## config.mk

```make
export PLATFORM = sky130hd
export DESIGN_NAME = gregorian_date_step_core
export DESIGN_NICKNAME = d
export VERILOG_FILES = /design/src/sv/gds_pkg.sv /design/src/sv/gregorian_date_step_core.sv /design/src/sv/gds_leap.sv
export SDC_FILE = /design/constraint.sdc
export NUM_CORES = 1
export LEC_CHECK = 0
export CORE_MARGIN = 2
export CORE_UTILIZATION = 65
export DETAILED_ROUTE_END_ITERATION = 10
export DONT_BUFFER_PORTS = 1
export GPL_TIMING_DRIVEN = 0
export PLACE_DENSITY = 0.87
export SETUP_SLACK_MARGIN = 0.02
export SLEW_MARGIN = 20
export SYNTH_ARGS = -nofsm -noshare
export SYNTH_HDL_FRONTEND = slang
export SYNTH_HIERARCHICAL = 1
export SYNTH_SLANG_ARGS = --single-unit
```

## constraint.sdc

```tcl
create_clock -name clock -period 11.9 [get_ports clock]
set_clock_uncertainty 0.1 [all_clocks]
set_input_delay 1.785 -clock clock [delete_from_list [all_inputs] [get_ports clock]]
set_output_delay 1.785 -clock clock [all_outputs]
set_load 0.005 [all_outputs]
```

## src/sv/gds_pkg.sv

```systemverilog
// Shared types, constants and month-length function for the Gregorian date stepper.
`default_nettype none

package gds_pkg;

   typedef enum logic [1:0] {
      MODE_NEXT  = 2'd0,
      MODE_PREV  = 2'd1,
      MODE_CHECK = 2'd2,
      MODE_SPARE = 2'd3
   } mode_type;

   localparam int unsigned DAY_W   = 5;
   localparam int unsigned MONTH_W = 4;
   localparam int unsigned YEAR_W  = 15;

   localparam logic [YEAR_W-1:0]  YEAR_MIN = 15'd1900;
   localparam logic [YEAR_W-1:0]  YEAR_MAX = 15'd30000;
   localparam logic [YEAR_W-1:0]  YEAR_TOP = 15'd32767;

   localparam logic [DAY_W-1:0]   DAY_TOP   = 5'd31;
   localparam logic [MONTH_W-1:0] MONTH_TOP = 4'd15;
   localparam logic [MONTH_W-1:0] JAN       = 4'd1;
   localparam logic [MONTH_W-1:0] FEB       = 4'd2;
   localparam logic [MONTH_W-1:0] DEC       = 4'd12;

   // year / 100 == (year * 5243) >> 19 for every 15-bit year
   localparam int unsigned        DIV100_MUL_W = 13;
   localparam logic [12:0]        DIV100_MUL   = 13'd5243;
   localparam int unsigned        DIV100_SHIFT = 19;
   localparam int unsigned        QUOT_W       = 9;
   localparam int unsigned        PROD_W       = YEAR_W + DIV100_MUL_W;
   localparam logic [6:0]         HUNDRED      = 7'd100;

   function automatic logic [DAY_W-1:0] month_length(input logic [MONTH_W-1:0] month,
                                                     input logic leap);
      logic [DAY_W-1:0] len;
      begin
         unique case (month)
            FEB:                               len = leap ? 5'd29 : 5'd28;
            4'd4, 4'd6, 4'd9, 4'd11:           len = 5'd30;
            4'd1, 4'd3, 4'd5, 4'd7, 4'd8,
            4'd10, 4'd12:                      len = 5'd31;
            default:                           len = 5'd0;
         endcase
         return len;
      end
   endfunction

endpackage

`default_nettype wire

```

## src/sv/gregorian_date_step_core.sv

```systemverilog
// Top level of the Gregorian date stepper: next day, previous day or check.
// Throughput: one request per cycle; busy stays low, since the three register
// stages (divide-by-100 multiply, date step, range check) never wait.
// The receiver cannot stall; each result shows for one cycle.
// Reset clears the stage valid bits and drops any request still in flight.
`default_nettype none

module gregorian_date_step_core (
   input  wire logic                                clock,
   input  wire logic                                reset,
   input  wire logic                                start,
   output logic                                     busy,
   input  wire logic [1:0]                          req_mode,
   input  wire logic [gds_pkg::DAY_W-1:0]           req_day,
   input  wire logic [gds_pkg::MONTH_W-1:0]         req_month,
   input  wire logic [gds_pkg::YEAR_W-1:0]          req_year,
   output logic                                     rsp_strobe,
   output logic [gds_pkg::DAY_W-1:0]                rsp_out_day,
   output logic [gds_pkg::MONTH_W-1:0]              rsp_out_month,
   output logic [gds_pkg::YEAR_W-1:0]               rsp_out_year,
   output logic                                     rsp_result_valid
);

   logic                              s1_valid_ff;
   gds_pkg::mode_type                 s1_mode_ff;
   logic [gds_pkg::DAY_W-1:0]         s1_day_ff;
   logic [gds_pkg::MONTH_W-1:0]       s1_month_ff;
   logic [gds_pkg::YEAR_W-1:0]        s1_year_ff;
   logic                              s1_leap;

   logic                              s2_valid_ff;
   logic [gds_pkg::DAY_W-1:0]         s2_day_ff,   s2_day_in;
   logic [gds_pkg::MONTH_W-1:0]       s2_month_ff, s2_month_in;
   logic [gds_pkg::YEAR_W-1:0]        s2_year_ff,  s2_year_in;
   logic                              s2_over_ff,  s2_over_in;
   logic                              s2_leap_ff;

   logic                              s3_valid_ff;
   logic [gds_pkg::DAY_W-1:0]         s3_day_ff;
   logic [gds_pkg::MONTH_W-1:0]       s3_month_ff;
   logic [gds_pkg::YEAR_W-1:0]        s3_year_ff;
   logic                              s3_ok_ff, s3_ok_in;

   logic [gds_pkg::DAY_W-1:0]         s1_len;
   logic [gds_pkg::MONTH_W-1:0]       s1_month_dec;

   assign busy = 1'b0;

   gds_leap u_leap (
      .clock (clock),
      .year  (req_year),
      .leap  (s1_leap)
   );

   // stage 1: capture request
   always_ff @(posedge clock) begin
      if (reset) begin
         s1_valid_ff <= 1'b0;
      end else begin
         s1_valid_ff <= start;
      end
      s1_mode_ff  <= gds_pkg::mode_type'(req_mode);
      s1_day_ff   <= req_day;
      s1_month_ff <= req_month;
      s1_year_ff  <= req_year;
   end

   // stage 2: step the date (check and spare mode pass it through), saturate fields that leave their range
   assign s1_len       = gds_pkg::month_length(s1_month_ff, s1_leap);
   assign s1_month_dec = s1_month_ff - 4'd1;

   always_comb begin
      s2_day_in   = s1_day_ff;
      s2_month_in = s1_month_ff;
      s2_year_in  = s1_year_ff;
      s2_over_in  = 1'b0;
      unique case (s1_mode_ff)
         gds_pkg::MODE_NEXT: begin
            if (s1_day_ff == s1_len) begin
               s2_day_in = 5'd1;
               if (s1_month_ff == gds_pkg::DEC) begin
                  s2_month_in = gds_pkg::JAN;
                  if (s1_year_ff == gds_pkg::YEAR_TOP) begin
                     s2_over_in = 1'b1;
                  end else begin
                     s2_year_in = s1_year_ff + 15'd1;
                  end
               end else if (s1_month_ff == gds_pkg::MONTH_TOP) begin
                  s2_over_in = 1'b1;
               end else begin
                  s2_month_in = s1_month_ff + 4'd1;
               end
            end else if (s1_day_ff == gds_pkg::DAY_TOP) begin
               s2_over_in = 1'b1;
            end else begin
               s2_day_in = s1_day_ff + 5'd1;
            end
         end
         gds_pkg::MODE_PREV: begin
            if (s1_day_ff == 5'd1) begin
               if (s1_month_ff == gds_pkg::JAN) begin
                  s2_day_in   = gds_pkg::DAY_TOP;
                  s2_month_in = gds_pkg::DEC;
                  if (s1_year_ff == '0) begin
                     s2_over_in = 1'b1;
                  end else begin
                     s2_year_in = s1_year_ff - 15'd1;
                  end
               end else if (s1_month_ff == '0) begin
                  s2_day_in  = '0;
                  s2_over_in = 1'b1;
               end else begin
                  s2_month_in = s1_month_dec;
                  s2_day_in   = gds_pkg::month_length(s1_month_dec, s1_leap);
               end
            end else if (s1_day_ff == '0) begin
               s2_over_in = 1'b1;
            end else begin
               s2_day_in = s1_day_ff - 5'd1;
            end
         end
         gds_pkg::MODE_CHECK, gds_pkg::MODE_SPARE: begin
            s2_over_in = 1'b0;
         end
         default: begin
            s2_over_in = 1'b0;
         end
      endcase
   end

   always_ff @(posedge clock) begin
      if (reset) begin
         s2_valid_ff <= 1'b0;
      end else begin
         s2_valid_ff <= s1_valid_ff;
      end
      s2_day_ff   <= s2_day_in;
      s2_month_ff <= s2_month_in;
      s2_year_ff  <= s2_year_in;
      s2_over_ff  <= s2_over_in;
      s2_leap_ff  <= s1_leap;
   end

   // stage 3: range check; a changed year only comes with January or December
   assign s3_ok_in = !s2_over_ff
                     && (s2_year_ff >= gds_pkg::YEAR_MIN) && (s2_year_ff <= gds_pkg::YEAR_MAX)
                     && (s2_month_ff >= gds_pkg::JAN) && (s2_month_ff <= gds_pkg::DEC)
                     && (s2_day_ff != '0)
                     && (s2_day_ff <= gds_pkg::month_length(s2_month_ff, s2_leap_ff));

   always_ff @(posedge clock) begin
      if (reset) begin
         s3_valid_ff <= 1'b0;
      end else begin
         s3_valid_ff <= s2_valid_ff;
      end
      s3_day_ff   <= s2_day_ff;
      s3_month_ff <= s2_month_ff;
      s3_year_ff  <= s2_year_ff;
      s3_ok_ff    <= s3_ok_in;
   end

   assign rsp_strobe       = s3_valid_ff;
   assign rsp_out_day      = s3_day_ff;
   assign rsp_out_month    = s3_month_ff;
   assign rsp_out_year     = s3_year_ff;
   assign rsp_result_valid = s3_ok_ff;

   a_strobe_follows_request: assert property (@(posedge clock) disable iff (reset)
      rsp_strobe |-> $past(start, 3))
      else $error("result strobe without a request three cycles earlier");

   a_request_gives_strobe: assert property (@(posedge clock) disable iff (reset)
      start |=> ##2 rsp_strobe)
      else $error("request did not produce a result");

   a_valid_in_range: assert property (@(posedge clock) disable iff (reset)
      (rsp_strobe && rsp_result_valid) |->
         (rsp_out_month >= gds_pkg::JAN && rsp_out_month <= gds_pkg::DEC
          && rsp_out_day != '0
          && rsp_out_year >= gds_pkg::YEAR_MIN && rsp_out_year <= gds_pkg::YEAR_MAX))
      else $error("valid result outside calendar range");

   a_check_passes_date: assert property (@(posedge clock) disable iff (reset)
      (start && req_mode == gds_pkg::MODE_CHECK) |-> ##3
         (rsp_out_year == $past(req_year, 3) && rsp_out_day == $past(req_day, 3)))
      else $error("check mode altered the date");

endmodule

`default_nettype wire

```

## src/sv/gds_leap.sv

```systemverilog
// Leap-year test with a registered reciprocal multiply for the divide by 100.
`default_nettype none

module gds_leap (
   input  wire logic                           clock,
   input  wire logic [gds_pkg::YEAR_W-1:0]     year,
   output logic                                leap
);

   logic [gds_pkg::PROD_W-1:0]  prod;
   logic [gds_pkg::QUOT_W-1:0]  quot_ff;
   logic [gds_pkg::YEAR_W-1:0]  year_ff;
   logic [gds_pkg::YEAR_W:0]    hund;
   logic [gds_pkg::YEAR_W-1:0]  rem;

   assign prod = gds_pkg::PROD_W'(year) * gds_pkg::PROD_W'(gds_pkg::DIV100_MUL);

   always_ff @(posedge clock) begin
      quot_ff <= prod[gds_pkg::DIV100_SHIFT +: gds_pkg::QUOT_W];
      year_ff <= year;
   end

   assign hund = (gds_pkg::YEAR_W+1)'(quot_ff) * (gds_pkg::YEAR_W+1)'(gds_pkg::HUNDRED);
   assign rem  = year_ff - hund[gds_pkg::YEAR_W-1:0];

   // divisible by 400 when divisible by 100 and the quotient by 4
   assign leap = (year_ff[1:0] == 2'd0) && ((rem != '0) || (quot_ff[1:0] == 2'd0));

endmodule

`default_nettype wire

```

### After elaboration in Yosys (flattened, before gate mapping)

Index checks and enable logic that the tools add are counted.

* output and inout bits: 27
* register bits after elaboration: 89
* input bits: 29

* $add $sub $neg: 7
* mux-type cells: 37
* reductions and logical operators: 24
* $lt $le $gt $ge: 5
* $mul: 2
* equality and inequality tests: 44

Operators with widths (number)
* $mux 15: 6
* $eq 4x4->1 const B: 16
* $eq 4x3->1 const B: 12
* $pmux 5 s3: 3
* $mux 5: 6
* $pmux 15 s2: 1
* $mul 15x13->28 const B: 1
* $eq 4x2->1 const B: 6
* $mux 4: 6
* $reduce_or 7->1: 3
* $add 15x1->15 const B: 1
* $eq 15x15->1 const B: 1
* $ge 15x11->1 const B: 1
* $le 15x15->1 const B: 1
* $logic_not 15->1: 1
* $reduce_bool 15->1: 1
* $sub 15x1->15 const B: 1
* $sub 15x15->15: 1
* $mul 9x5->13 const B: 1
* $eq 4x1->1 const B: 3
* $mux 1: 12
* $reduce_or 4->1: 3
* $pmux 5 s2: 1
* $pmux 4 s2: 1
* other kinds (21): 30

### Longest topological paths before layout

Gate-level depths: netlist (run 1).

* depth after elaboration: 11
* depth in mapped cells: 23

### By module

Netlist (run 1), hierarchy kept.

Modules (own cells, without submodules)
* gds_leap: cells each 596, instances 1, area an instance 5590.4 um2, seq. area each 480.5 um2
* gregorian_date_step_core: cells each 397, instances 1, area an instance 3722.3 um2, seq. area each 1601.5 um2

### Worst setup path before layout (run 1)

Ideal clock, no wire load.

* kind: input -> register
* start: input req_year[8] (netlist bit)
* end: register u_leap/quot_ff[3] (netlist bit)
* path buffers: 0
* arrival: 5695 ps
* setup slack: 5986 ps
* required time: 11680 ps
* stages: 16
* path through: ha_1 inv_1 fa_1 inv_1 fa_1 inv_1 fa_1 fa_1 inv_1 ha_1 a211oi_1 o21ai_1 a2111oi_1 a21oi_1 a221o_1 xor2_1

* longest elaborated chain between the ends: 1

RTL lines
* start, declared: RTL line gregorian_date_step_core.sv:16 `input wire logic [gds_pkg::YEAR_W-1:0] req_year,`
* $mul 15x13->28: RTL line gds_leap.sv:16 `assign prod = gds_pkg::PROD_W'(year) * gds_pkg::PROD_W'(gds_pkg::DIV100_MUL);`
* via u_leap.prod, one bit: RTL line gds_leap.sv:10 `logic [gds_pkg::PROD_W-1:0] prod;`
* end signal, assigned: RTL line gds_leap.sv:19 `quot_ff <= prod[gds_pkg::DIV100_SHIFT +: gds_pkg::QUOT_W];`
* end, declared: RTL line gds_leap.sv:11 `logic [gds_pkg::QUOT_W-1:0] quot_ff;`

The timed path passes the listed nets, and every way through them passes these cells.
A chain may end at the register's enable or synchronous reset.

### Worst setup path in the final report (run 1)

* start: input req_year[10] (netlist bit)
* end: register u_leap/quot_ff[6] (netlist bit)

Same word-level chain as after synthesis.

==> out/qor.txt, run 1 <==
=================================================================================
HPWL Detailed ......................................................      16.0 mm
Share of total power in the clock network ..........................         9.5%
Die span in x ......................................................       124 um
CP cell instances .................................................. ha_1 -> inv_1 -> fa_1 -> inv_1 -> fa_1 -> inv_1 -> fa_1 -> inv_1 -> fa_1 -> ha_1 -> nand4_1 -> nor2_1 -> nand3_1 -> o2111ai_1 -> and2_1 -> o311ai_1
Final Net Count ....................................................         1263
Fill count .........................................................         1026
Share of synthesized area spent on multiplexers ....................       0.914%
Logic gate share of total power ....................................        77.0%
Arrival time reported for the critical path endpoint ...............      6.09 ns
Worst flop-to-flop path endpoint ................................... s2_year_ff[10]$_DFF_P_
Total negative setup slack .........................................         0 ns
Clock transition at the registers of the reported paths ............      0.07 ns
CTS Hold Bufs ......................................................            0
Drt first pass iters ...............................................            5
Cell variety after synth ...........................................           91
Critical path data required time ...................................     12.04 ns
Placed instance area ...............................................     9540 um2
Gates resized, CTS repair ..........................................            0
CTS root buffer .................................................... sky130_fd_sc_hd__clkbuf_16
Xor and xnor area share after synthesis ............................        3.37%
Proportion of total power due to net switching .....................        48.9%
Instance count on the critical path ................................           16
Number of global-route vias before repair ..........................         7062
Leak ...............................................................      4.79 nW
CTS tree ...........................................................         done
Worst hold path endpoint ........................................... rsp_out_year[0]$_DFF_P_
Post-Place Cells ...................................................         1173
Post-DR wirelength/cell ............................................      16.8 um
Total routing usage reported by global routing .....................        27.3%
Total congestion overflow ..........................................            0
Critical path type ................................................. input pin to flip-flop
Tmin final .........................................................      5.95 ns
Adder-cell area share of the yosys netlist .........................        36.8%
Final setup fails ..................................................            0
Largest driver fanout on the critical path .........................            8
Final Cycle Share ..................................................        50.0%
Dominant combinational cell family by area after synthesis .........  adder cells
Total buffers and inverters traversed by the critical path .........            4
Combined area of all synthesized cells .............................     9310 um2
Area overhead of the layout relative to synthesis ..................        5.64%
Clock latency of the later-clocked register in the worst-skew pair .      0.36 ns
First-pass GRT wire length .........................................      32.7 mm
DRT iter0 DRCs .....................................................          465
Die footprint ......................................................    15300 um2
Number of standard cells after synthesis ...........................          993
Top FF cell, synth ................................................. sky130_fd_sc_hd__dfxtp_1
HP Start ........................................................... s2_year_ff[0]$_DFF_P_
Drt drc ............................................................            0
Origin of the critical flop-to-flop path ........................... u_leap/quot_ff[3]$_DFF_P_
Total via count after detailed routing .............................         7093
Max-slew headroom at the worst pin .................................        61.9%
Maximum clock rate .................................................      168 MHz
Psw ................................................................    0.00152 W
Compound-cell area share of the yosys netlist ......................        14.7%
Total non-filler cell area in the finished layout ..................     9840 um2
Mapped Avg Cell Area ...............................................     9.38 um2
Detailed Route WL ..................................................      19.9 mm
Kind of path behind the tightest hold check ........................ flip-flop to flip-flop
Number of enable flip-flop cells after synthesis ...................            0
Core box area ......................................................    13900 um2
RSZ-0062 raised after global routing ...............................           no
Actual slew at the worst max-slew pin ..............................     0.571 ns
Number of CTS-inserted buffers .....................................            9
Via/cell ratio .....................................................         5.97
Number of clock sinks ..............................................          104
Worst R2R Path Depth ...............................................           21
Largest net degree at the start of global routing ..................           20
Number of buffers inserted to repair setup after CTS ...............            0
Initial core utilization ...........................................        66.8%
Status ............................................................. finished, final reports clean
Post-synthesis sequential area ratio ...............................        22.4%
Number of core rows ................................................           43
Cell internal power dissipation ....................................    0.00158 W
Hold Crit Depth ....................................................            0
Number of ports placed on the die boundary .........................           56
Startpoint type of the worst setup path ............................    input pin
Most frequent cells in the layout .................................. sky130_fd_sc_hd__inv_1 (183), sky130_fd_sc_hd__ha_1 (157), sky130_fd_sc_hd__dfxtp_1 (104)
FFs w/ async S/R, synth ............................................           0%
Most common cell after layout, fill and taps aside ................. sky130_fd_sc_hd__inv_1
Number of pins with negative max-slew slack in the final report ....            0
#FFs+latches synth .................................................          104
Category of the worst setup path capture point .....................    flip-flop
Critical path's top delay family ...................................  adder cells
Routed Antenna Nets ................................................            0
Antenna violations before repair ...................................            0
Number of non-filler instances in the completed layout .............         1189
Largest voltage drop on the vdd net ................................   0.000272 V
Fraction of power consumed by sequential logic .....................        13.5%
H-tree levels ......................................................            3
Total power divided by cell area ...................................   315 nW/um2
Cell with the largest stage delay on the worst path ................ sky130_fd_sc_hd__fa_1
Synthesized net count ..............................................         1252
Number of buffers between clock root and the deepest sink ..........            2
IO buf count .......................................................            0
Slowest cell delay on critical path ................................      0.52 ns
Design Power .......................................................    0.00310 W
Share of post-route cells with drive strength above 1 ..............        6.14%
Area share of and/or/nand/nor cells after synthesis ................        12.9%
Max-cap viol count .................................................            0
Final RePlAce weighted congestion ..................................        0.951
Diode count ........................................................            0
Height of the chip .................................................       124 um
Final Hold Fails ...................................................            0
Warning count from the yosys run ...................................            6
Register-to-register setup slack ...................................      5.99 ns
=================================================================================
==> stage by stage <==
| stage | setup slack [ns] | utilization (%) | hold WS (ns) |
|---|---|---|---|
| 3_3_place_gp | 5.62 | 68.4 | 0.255 |
| 6_report | 5.95 | 70.6 | 0.269 |
| 5_1_grt | 5.55 | 70.6 | 0.272 |
| 3_5_place_dp | 5.60 | 68.4 | 0.258 |
| 4_1_cts | 5.96 | 70.6 | 0.269 |
| 2_1_floorplan | 5.99 | - | 0.223 |
==> logic make-up (layout without fill, tap and decap cells) <==
family,count (synthesis),count (layout)
AOI/OAI and AO/OA,188,188
xor gates and xnor gates,35,35
and+or+nand+nor,218,218
other,1,1
DFF,104,104
adders and majority gates,230,230
buffers and inverters,209,225
muxes,8,8
==> cell usage after synthesis, types with 7 or more instances <==
library cell | number | area share, %
sky130_fd_sc_hd__ha_1 | 157 | 21
sky130_fd_sc_hd__dfxtp_1 | 104 | 22
sky130_fd_sc_hd__and3_1 | 9 | 0.60
sky130_fd_sc_hd__nand2b_1 | 7 | 0.47
sky130_fd_sc_hd__xnor2_1 | 18 | 1.7
sky130_fd_sc_hd__a21o_1 | 13 | 1.0
sky130_fd_sc_hd__nand2_1 | 50 | 2.0
sky130_fd_sc_hd__nor3_1 | 21 | 1.1
sky130_fd_sc_hd__clkbuf_1 | 14 | 0.56
sky130_fd_sc_hd__or4_1 | 11 | 0.89
sky130_fd_sc_hd__or3_1 | 7 | 0.47
sky130_fd_sc_hd__o31ai_1 | 9 | 0.73
sky130_fd_sc_hd__a21oi_1 | 38 | 2.0
sky130_fd_sc_hd__nor2_1 | 28 | 1.1
sky130_fd_sc_hd__nand3_1 | 25 | 1.3
sky130_fd_sc_hd__xor2_1 | 16 | 1.5
sky130_fd_sc_hd__nand4_1 | 13 | 0.87
sky130_fd_sc_hd__inv_1 | 183 | 7.4
sky130_fd_sc_hd__fa_1 | 73 | 16
sky130_fd_sc_hd__a31oi_1 | 10 | 0.67
sky130_fd_sc_hd__o21ai_0 | 34 | 1.8
sky130_fd_sc_hd__nor2b_1 | 12 | 0.81
==> sequential cells by signal (all words and copies together), names as in the netlist <==
| name | flops |
|---|---|
| s2_leap_ff | 1 |
| rsp_strobe | 1 |
| s1_valid_ff | 1 |
| s1_month_ff | 4 |
| s1_mode_ff | 2 |
| rsp_out_year | 15 |
| s2_year_ff | 15 |
| s2_day_ff | 5 |
| rsp_result_valid | 1 |
| s2_month_ff | 4 |
| s2_valid_ff | 1 |
| u_leap/quot_ff | 9 |
| u_leap/year_ff | 15 |
| rsp_out_month | 4 |
| s1_day_ff | 5 |
| s2_over_ff | 1 |
| s1_year_ff | 15 |
| rsp_out_day | 5 |
==> power groups by stage <==
stage | Clock, W | Combinational, W | Sequential (W)
6_report | 0.000295 | 0.00239 | 0.000419
3_5_place_dp | 0 | 0.00236 | 0.000427
4_1_cts | 0.000297 | 0.00238 | 0.000419
2_1_floorplan | 0 | 0.00191 | 0.000417
3_3_place_gp | 0 | 0.00227 | 0.000425
5_1_grt | 0.000310 | 0.00270 | 0.000425
==> worst max path at each step <==
stage | startpoint | end | slack, ns
after floorplan | req_year[8] | u_leap/quot_ff[3]$_DFF_P_ | 5.99
after global placement | req_year[11] | u_leap/quot_ff[6]$_DFF_P_ | 5.62
after detailed placement | req_year[10] | u_leap/quot_ff[6]$_DFF_P_ | 5.60
after CTS | req_year[10] | u_leap/quot_ff[6]$_DFF_P_ | 5.96
after global routing | u_leap/quot_ff[3]$_DFF_P_ | s2_year_ff[10]$_DFF_P_ | 5.55
final | req_year[10] | u_leap/quot_ff[6]$_DFF_P_ | 5.95
==> layout make-up <==
type                    instances  area (um2)  share of cell area (%)
clock buffers                  10         239                    2.43
flip-flops and latches        104        2080                    21.2
plain buffers                  26         145                    1.48
multi-input cells             680        6400                    65.0
well taps                     180         225                    2.29
inverters                     183         687                    6.98
clock inverters                 6        61.3                   0.623
==> routing by layer <==
metal | part of all wire [%] | wire length [um] | track usage (%) | vias up
met2 | 52 | 10400 | 50.4 | 231
met3 | 4.3 | 852 | 3.25 | 51
met4 | 3.5 | 701 | 12.2 | 0
met1 | 40 | 8000 | 31.6 | 3363
li1 | - | - | - | 3448
met5 | 0 | 0 | 0 | -
No activity file was read; power rests on OpenSTA's default activity.
==> run 2: changes to the inputs <==
--- a/config.mk
+++ b/config.mk
@@ -5,6 +5,7 @@
 export SDC_FILE = /design/constraint.sdc
 export NUM_CORES = 1
 export LEC_CHECK = 0
+export ABC_AREA = 1
 export CORE_MARGIN = 2
 export CORE_UTILIZATION = 65
 export DETAILED_ROUTE_END_ITERATION = 10
==> constraint.sdc (replaced) <==
create_clock -name clock -period 5.8 [get_ports clock]
set_clock_uncertainty 0.1 [all_clocks]
set_input_delay 0.87 -clock clock [delete_from_list [all_inputs] [get_ports clock]]
set_output_delay 0.87 -clock clock [all_outputs]
set_load 0.005 [all_outputs]
==> out/qor.txt, run 2 <==
=================================================================================
Tmin final .........................................................      5.32 ns
Final setup fails ..................................................            0   unchanged
Detailed Route WL ..................................................      27.5 mm   +38%
#FFs+latches synth .................................................          104   unchanged
Max-slew headroom at the worst pin .................................        47.1%   -15 points
Startpoint type of the worst setup path ............................    flip-flop
CTS root buffer .................................................... sky130_fd_sc_hd__clkbuf_16
Kind of path behind the tightest hold check ........................ flip-flop to flip-flop
HP Start ........................................................... s2_year_ff[1]$_DFF_P_
Final Net Count ....................................................         1798   +42%
Number of clock sinks ..............................................          104   unchanged
Setup crit start ................................................... u_leap/quot_ff[3]$_DFF_P_
Drt drc ............................................................            0   unchanged
Smallest hold slack ................................................     0.258 ns   -0.0113 ns
Compound-cell area share of the yosys netlist ......................        6.43%   -8.3 points
Number of standard cells after synthesis ...........................         1528   +54%
Total congestion overflow ..........................................            0   unchanged
Commonest cells post-synth ......................................... sky130_fd_sc_hd__nand2_1 (371), sky130_fd_sc_hd__inv_1 (281), sky130_fd_sc_hd__ha_1 (157)
Number of core rows ................................................           47   +9.3%
Initial core utilization ...........................................        66.4%   -0.43 points
First-pass GRT wire length .........................................      45.4 mm   +39%
Cell types with the largest area share after synthesis ............. sky130_fd_sc_hd__dfxtp_1 (19%), sky130_fd_sc_hd__ha_1 (18%), sky130_fd_sc_hd__fa_1 (13%)
Instance count on the critical path ................................           30   +14
Warning count from the yosys run ...................................            6   unchanged
Combined area of all synthesized cells .............................    11000 um2   +18%
Share of post-route cells with drive strength above 1 ..............        7.58%   +1.4 points
Dominant combinational cell family by area after synthesis .........  adder cells
Origin of the critical flop-to-flop path ........................... u_leap/quot_ff[3]$_DFF_P_
Number of CTS-inserted buffers .....................................            9   unchanged
Via/cell ratio .....................................................         5.56   -6.8%
Most common cell after layout, fill and taps aside ................. sky130_fd_sc_hd__nand2_1
Category of the worst setup path capture point .....................    flip-flop
Die span in x ......................................................       134 um   +8.3%
Core box area ......................................................    16500 um2   +19%
Cell with the largest stage delay on the worst path ................ sky130_fd_sc_hd__fa_1
Area share of and/or/nand/nor cells after synthesis ................        28.8%   +16 points
Share of the synthesized area in the top cell type .................        19.0%   -3.4 points
Final Cycle Share ..................................................        91.6%
Height of the chip .................................................       134 um   +8.3%
Gates resized, CTS repair ..........................................            0   unchanged
Mapped Avg Cell Area ...............................................     7.18 um2   -23%
Post-DR wirelength/cell ............................................      15.6 um   -6.9%
Share of synthesized area spent on multiplexers ....................           0%   -0.91 points
Maximum clock rate .................................................      188 MHz
Final Hold Fails ...................................................            0   unchanged
Post-synthesis sequential area ratio ...............................        19.0%   -3.4 points
FFs w/ async S/R, synth ............................................           0%   unchanged
Critical path type ................................................. flip-flop to flip-flop
HPWL Detailed ......................................................      22.4 mm   +40%
Total via count after detailed routing .............................         9810   +38%
Number of global-route vias before repair ..........................         9755   +38%
Total routing usage reported by global routing .....................        31.7%   +4.3 points
RSZ-0062 raised after global routing ...............................           no
Actual slew at the worst max-slew pin ..............................     0.773 ns   +0.202 ns
Antenna violations before repair ...................................            0   unchanged
Number of buffers inserted to repair setup after CTS ...............            0   unchanged
Clock latency of the later-clocked register in the worst-skew pair .      0.36 ns   about the same
Status ............................................................. finished, final reports clean
Cell variety after synth ...........................................           48   -47%
Most frequent cells in the layout .................................. sky130_fd_sc_hd__nand2_1 (371), sky130_fd_sc_hd__inv_1 (281), sky130_fd_sc_hd__ha_1 (157)
DRT iter0 DRCs .....................................................          806   +73%
Most frequent cell after synthesis ................................. sky130_fd_sc_hd__nand2_1
H-tree levels ......................................................            3   unchanged
Total negative setup slack .........................................         0 ns   unchanged
Drt first pass iters ...............................................            8   +3
Area overhead of the layout relative to synthesis ..................        5.27%
Total buffers and inverters traversed by the critical path .........            3   -1
Final RePlAce weighted congestion ..................................         1.03   +7.9%
Largest net degree at the start of global routing ..................           19   -5.0%
Synthesized net count ..............................................         1787   +43%
Fill count .........................................................         1337   +30%
Critical path's top delay family ................................... simple AND/OR/NAND/NOR gates
Cell taking the most area after synthesis .......................... sky130_fd_sc_hd__dfxtp_1
Diode count ........................................................            0   unchanged
Adder-cell area share of the yosys netlist .........................        31.2%   -5.6 points
Hold Crit Depth ....................................................            0   unchanged
Arrival time reported for the critical path endpoint ...............      5.44 ns   -0.65 ns
Clock transition at the registers of the reported paths ............      0.07 ns   about the same
Die footprint ......................................................    17900 um2   +17%
Number of pins with negative max-slew slack in the final report ....            0   unchanged
CTS Hold Bufs ......................................................            0   unchanged
Number of enable flip-flop cells after synthesis ...................            0   unchanged
Worst R2R Path Depth ...............................................           30   +43%
IO buf count .......................................................            0   unchanged
Top FF cell, synth ................................................. sky130_fd_sc_hd__dfxtp_1
Number of ports placed on the die boundary .........................           56   unchanged
Xor and xnor area share after synthesis ............................        2.47%   -0.90 points
Slowest cell delay on critical path ................................      0.49 ns   -0.03 ns
Critical path data required time ...................................      5.93 ns   -6.11 ns
Most numerous cell on the critical path ............................ sky130_fd_sc_hd__nor2_1
Fraction of the core area covered by cells at the end of the flow ..        69.9%   -0.71 points
Routed Antenna Nets ................................................            0   unchanged
Max-cap viol count .................................................            0   unchanged
Number of buffers between clock root and the deepest sink ..........            2   unchanged
Largest driver fanout on the critical path .........................           10   +2
CTS tree ...........................................................         done
=================================================================================
[run 2: cell types whose count changed after synthesis, sizes merged, moves of 9 or more]
cell / previous run / this run
a21oi: 38 / 48
and3: 11 / 0
buf: 10 / 26
clkbuf: 16 / 7
inv: 183 / 292
nand2: 50 / 394
nand3: 25 / 146
nor2: 29 / 136
nor2b: 12 / 0
nor3: 23 / 14
o31ai: 11 / 1
or4: 11 / 0
xnor2: 19 / 7
[run 2: cell type report]
class | instances | area, um2 | share of cell area, %
Inverter | 293 | 1110 | 9.59
Clock inverter | 7 | 77.6 | 0.672
Clock buffer | 9 | 225 | 1.95
Tap cell | 220 | 275 | 2.38
Buffer | 33 | 211 | 1.83
Sequential cell | 104 | 2080 | 18.0
Multi-Input combinational cell | 1098 | 7570 | 65.6
[run 2: worst paths after layout]
kind | endpoint | slack [ns]
setup / recovery | s2_year_ff[13]$_DFF_P_ | 0.48
hold / removal | rsp_out_year[1]$_DFF_P_ | 0.26
setup reg to reg | s2_year_ff[13]$_DFF_P_ | 0.48
hold reg to reg | rsp_out_year[1]$_DFF_P_ | 0.26
[run 2: logic make-up (layout without fill, tap and decap cells)]
family,after synthesis,after routing
and+or+nand+nor,712,712
buffers and inverters,326,342
adders and majority gates,230,230
AOI/OAI and AO/OA,124,124
DFF,104,104
xor gates and xnor gates,31,31
other,1,1
[run 2: metrics by stage]
| stage | cells | setup WS (ns) | instance area (um2) |
|---|---|---|---|
| 5_1_grt | 1764 | 0.0644 | 11500 |
| 6_report | 1764 | 0.484 | 11500 |
| 3_3_place_gp | 1748 | 0.690 | 11200 |
| 4_1_cts | 1764 | 0.552 | 11500 |
| 2_1_floorplan | 1528 | 1.25 | 11000 |
| 3_5_place_dp | 1748 | 0.607 | 11200 |
[run 2: per-layer routing]
layer,up-vias,share of wire (%),GRT usage (%)
li1,4822,-,-
met1,4524,41,37.5
met2,367,49,56.0
met3,97,5.9,4.50
met4,0,4.6,16.4
met5,-,0,0
Power of run 2 is not shown: default switching activity piles up to over one toggle a cycle in this logic, so the estimate is an artifact.
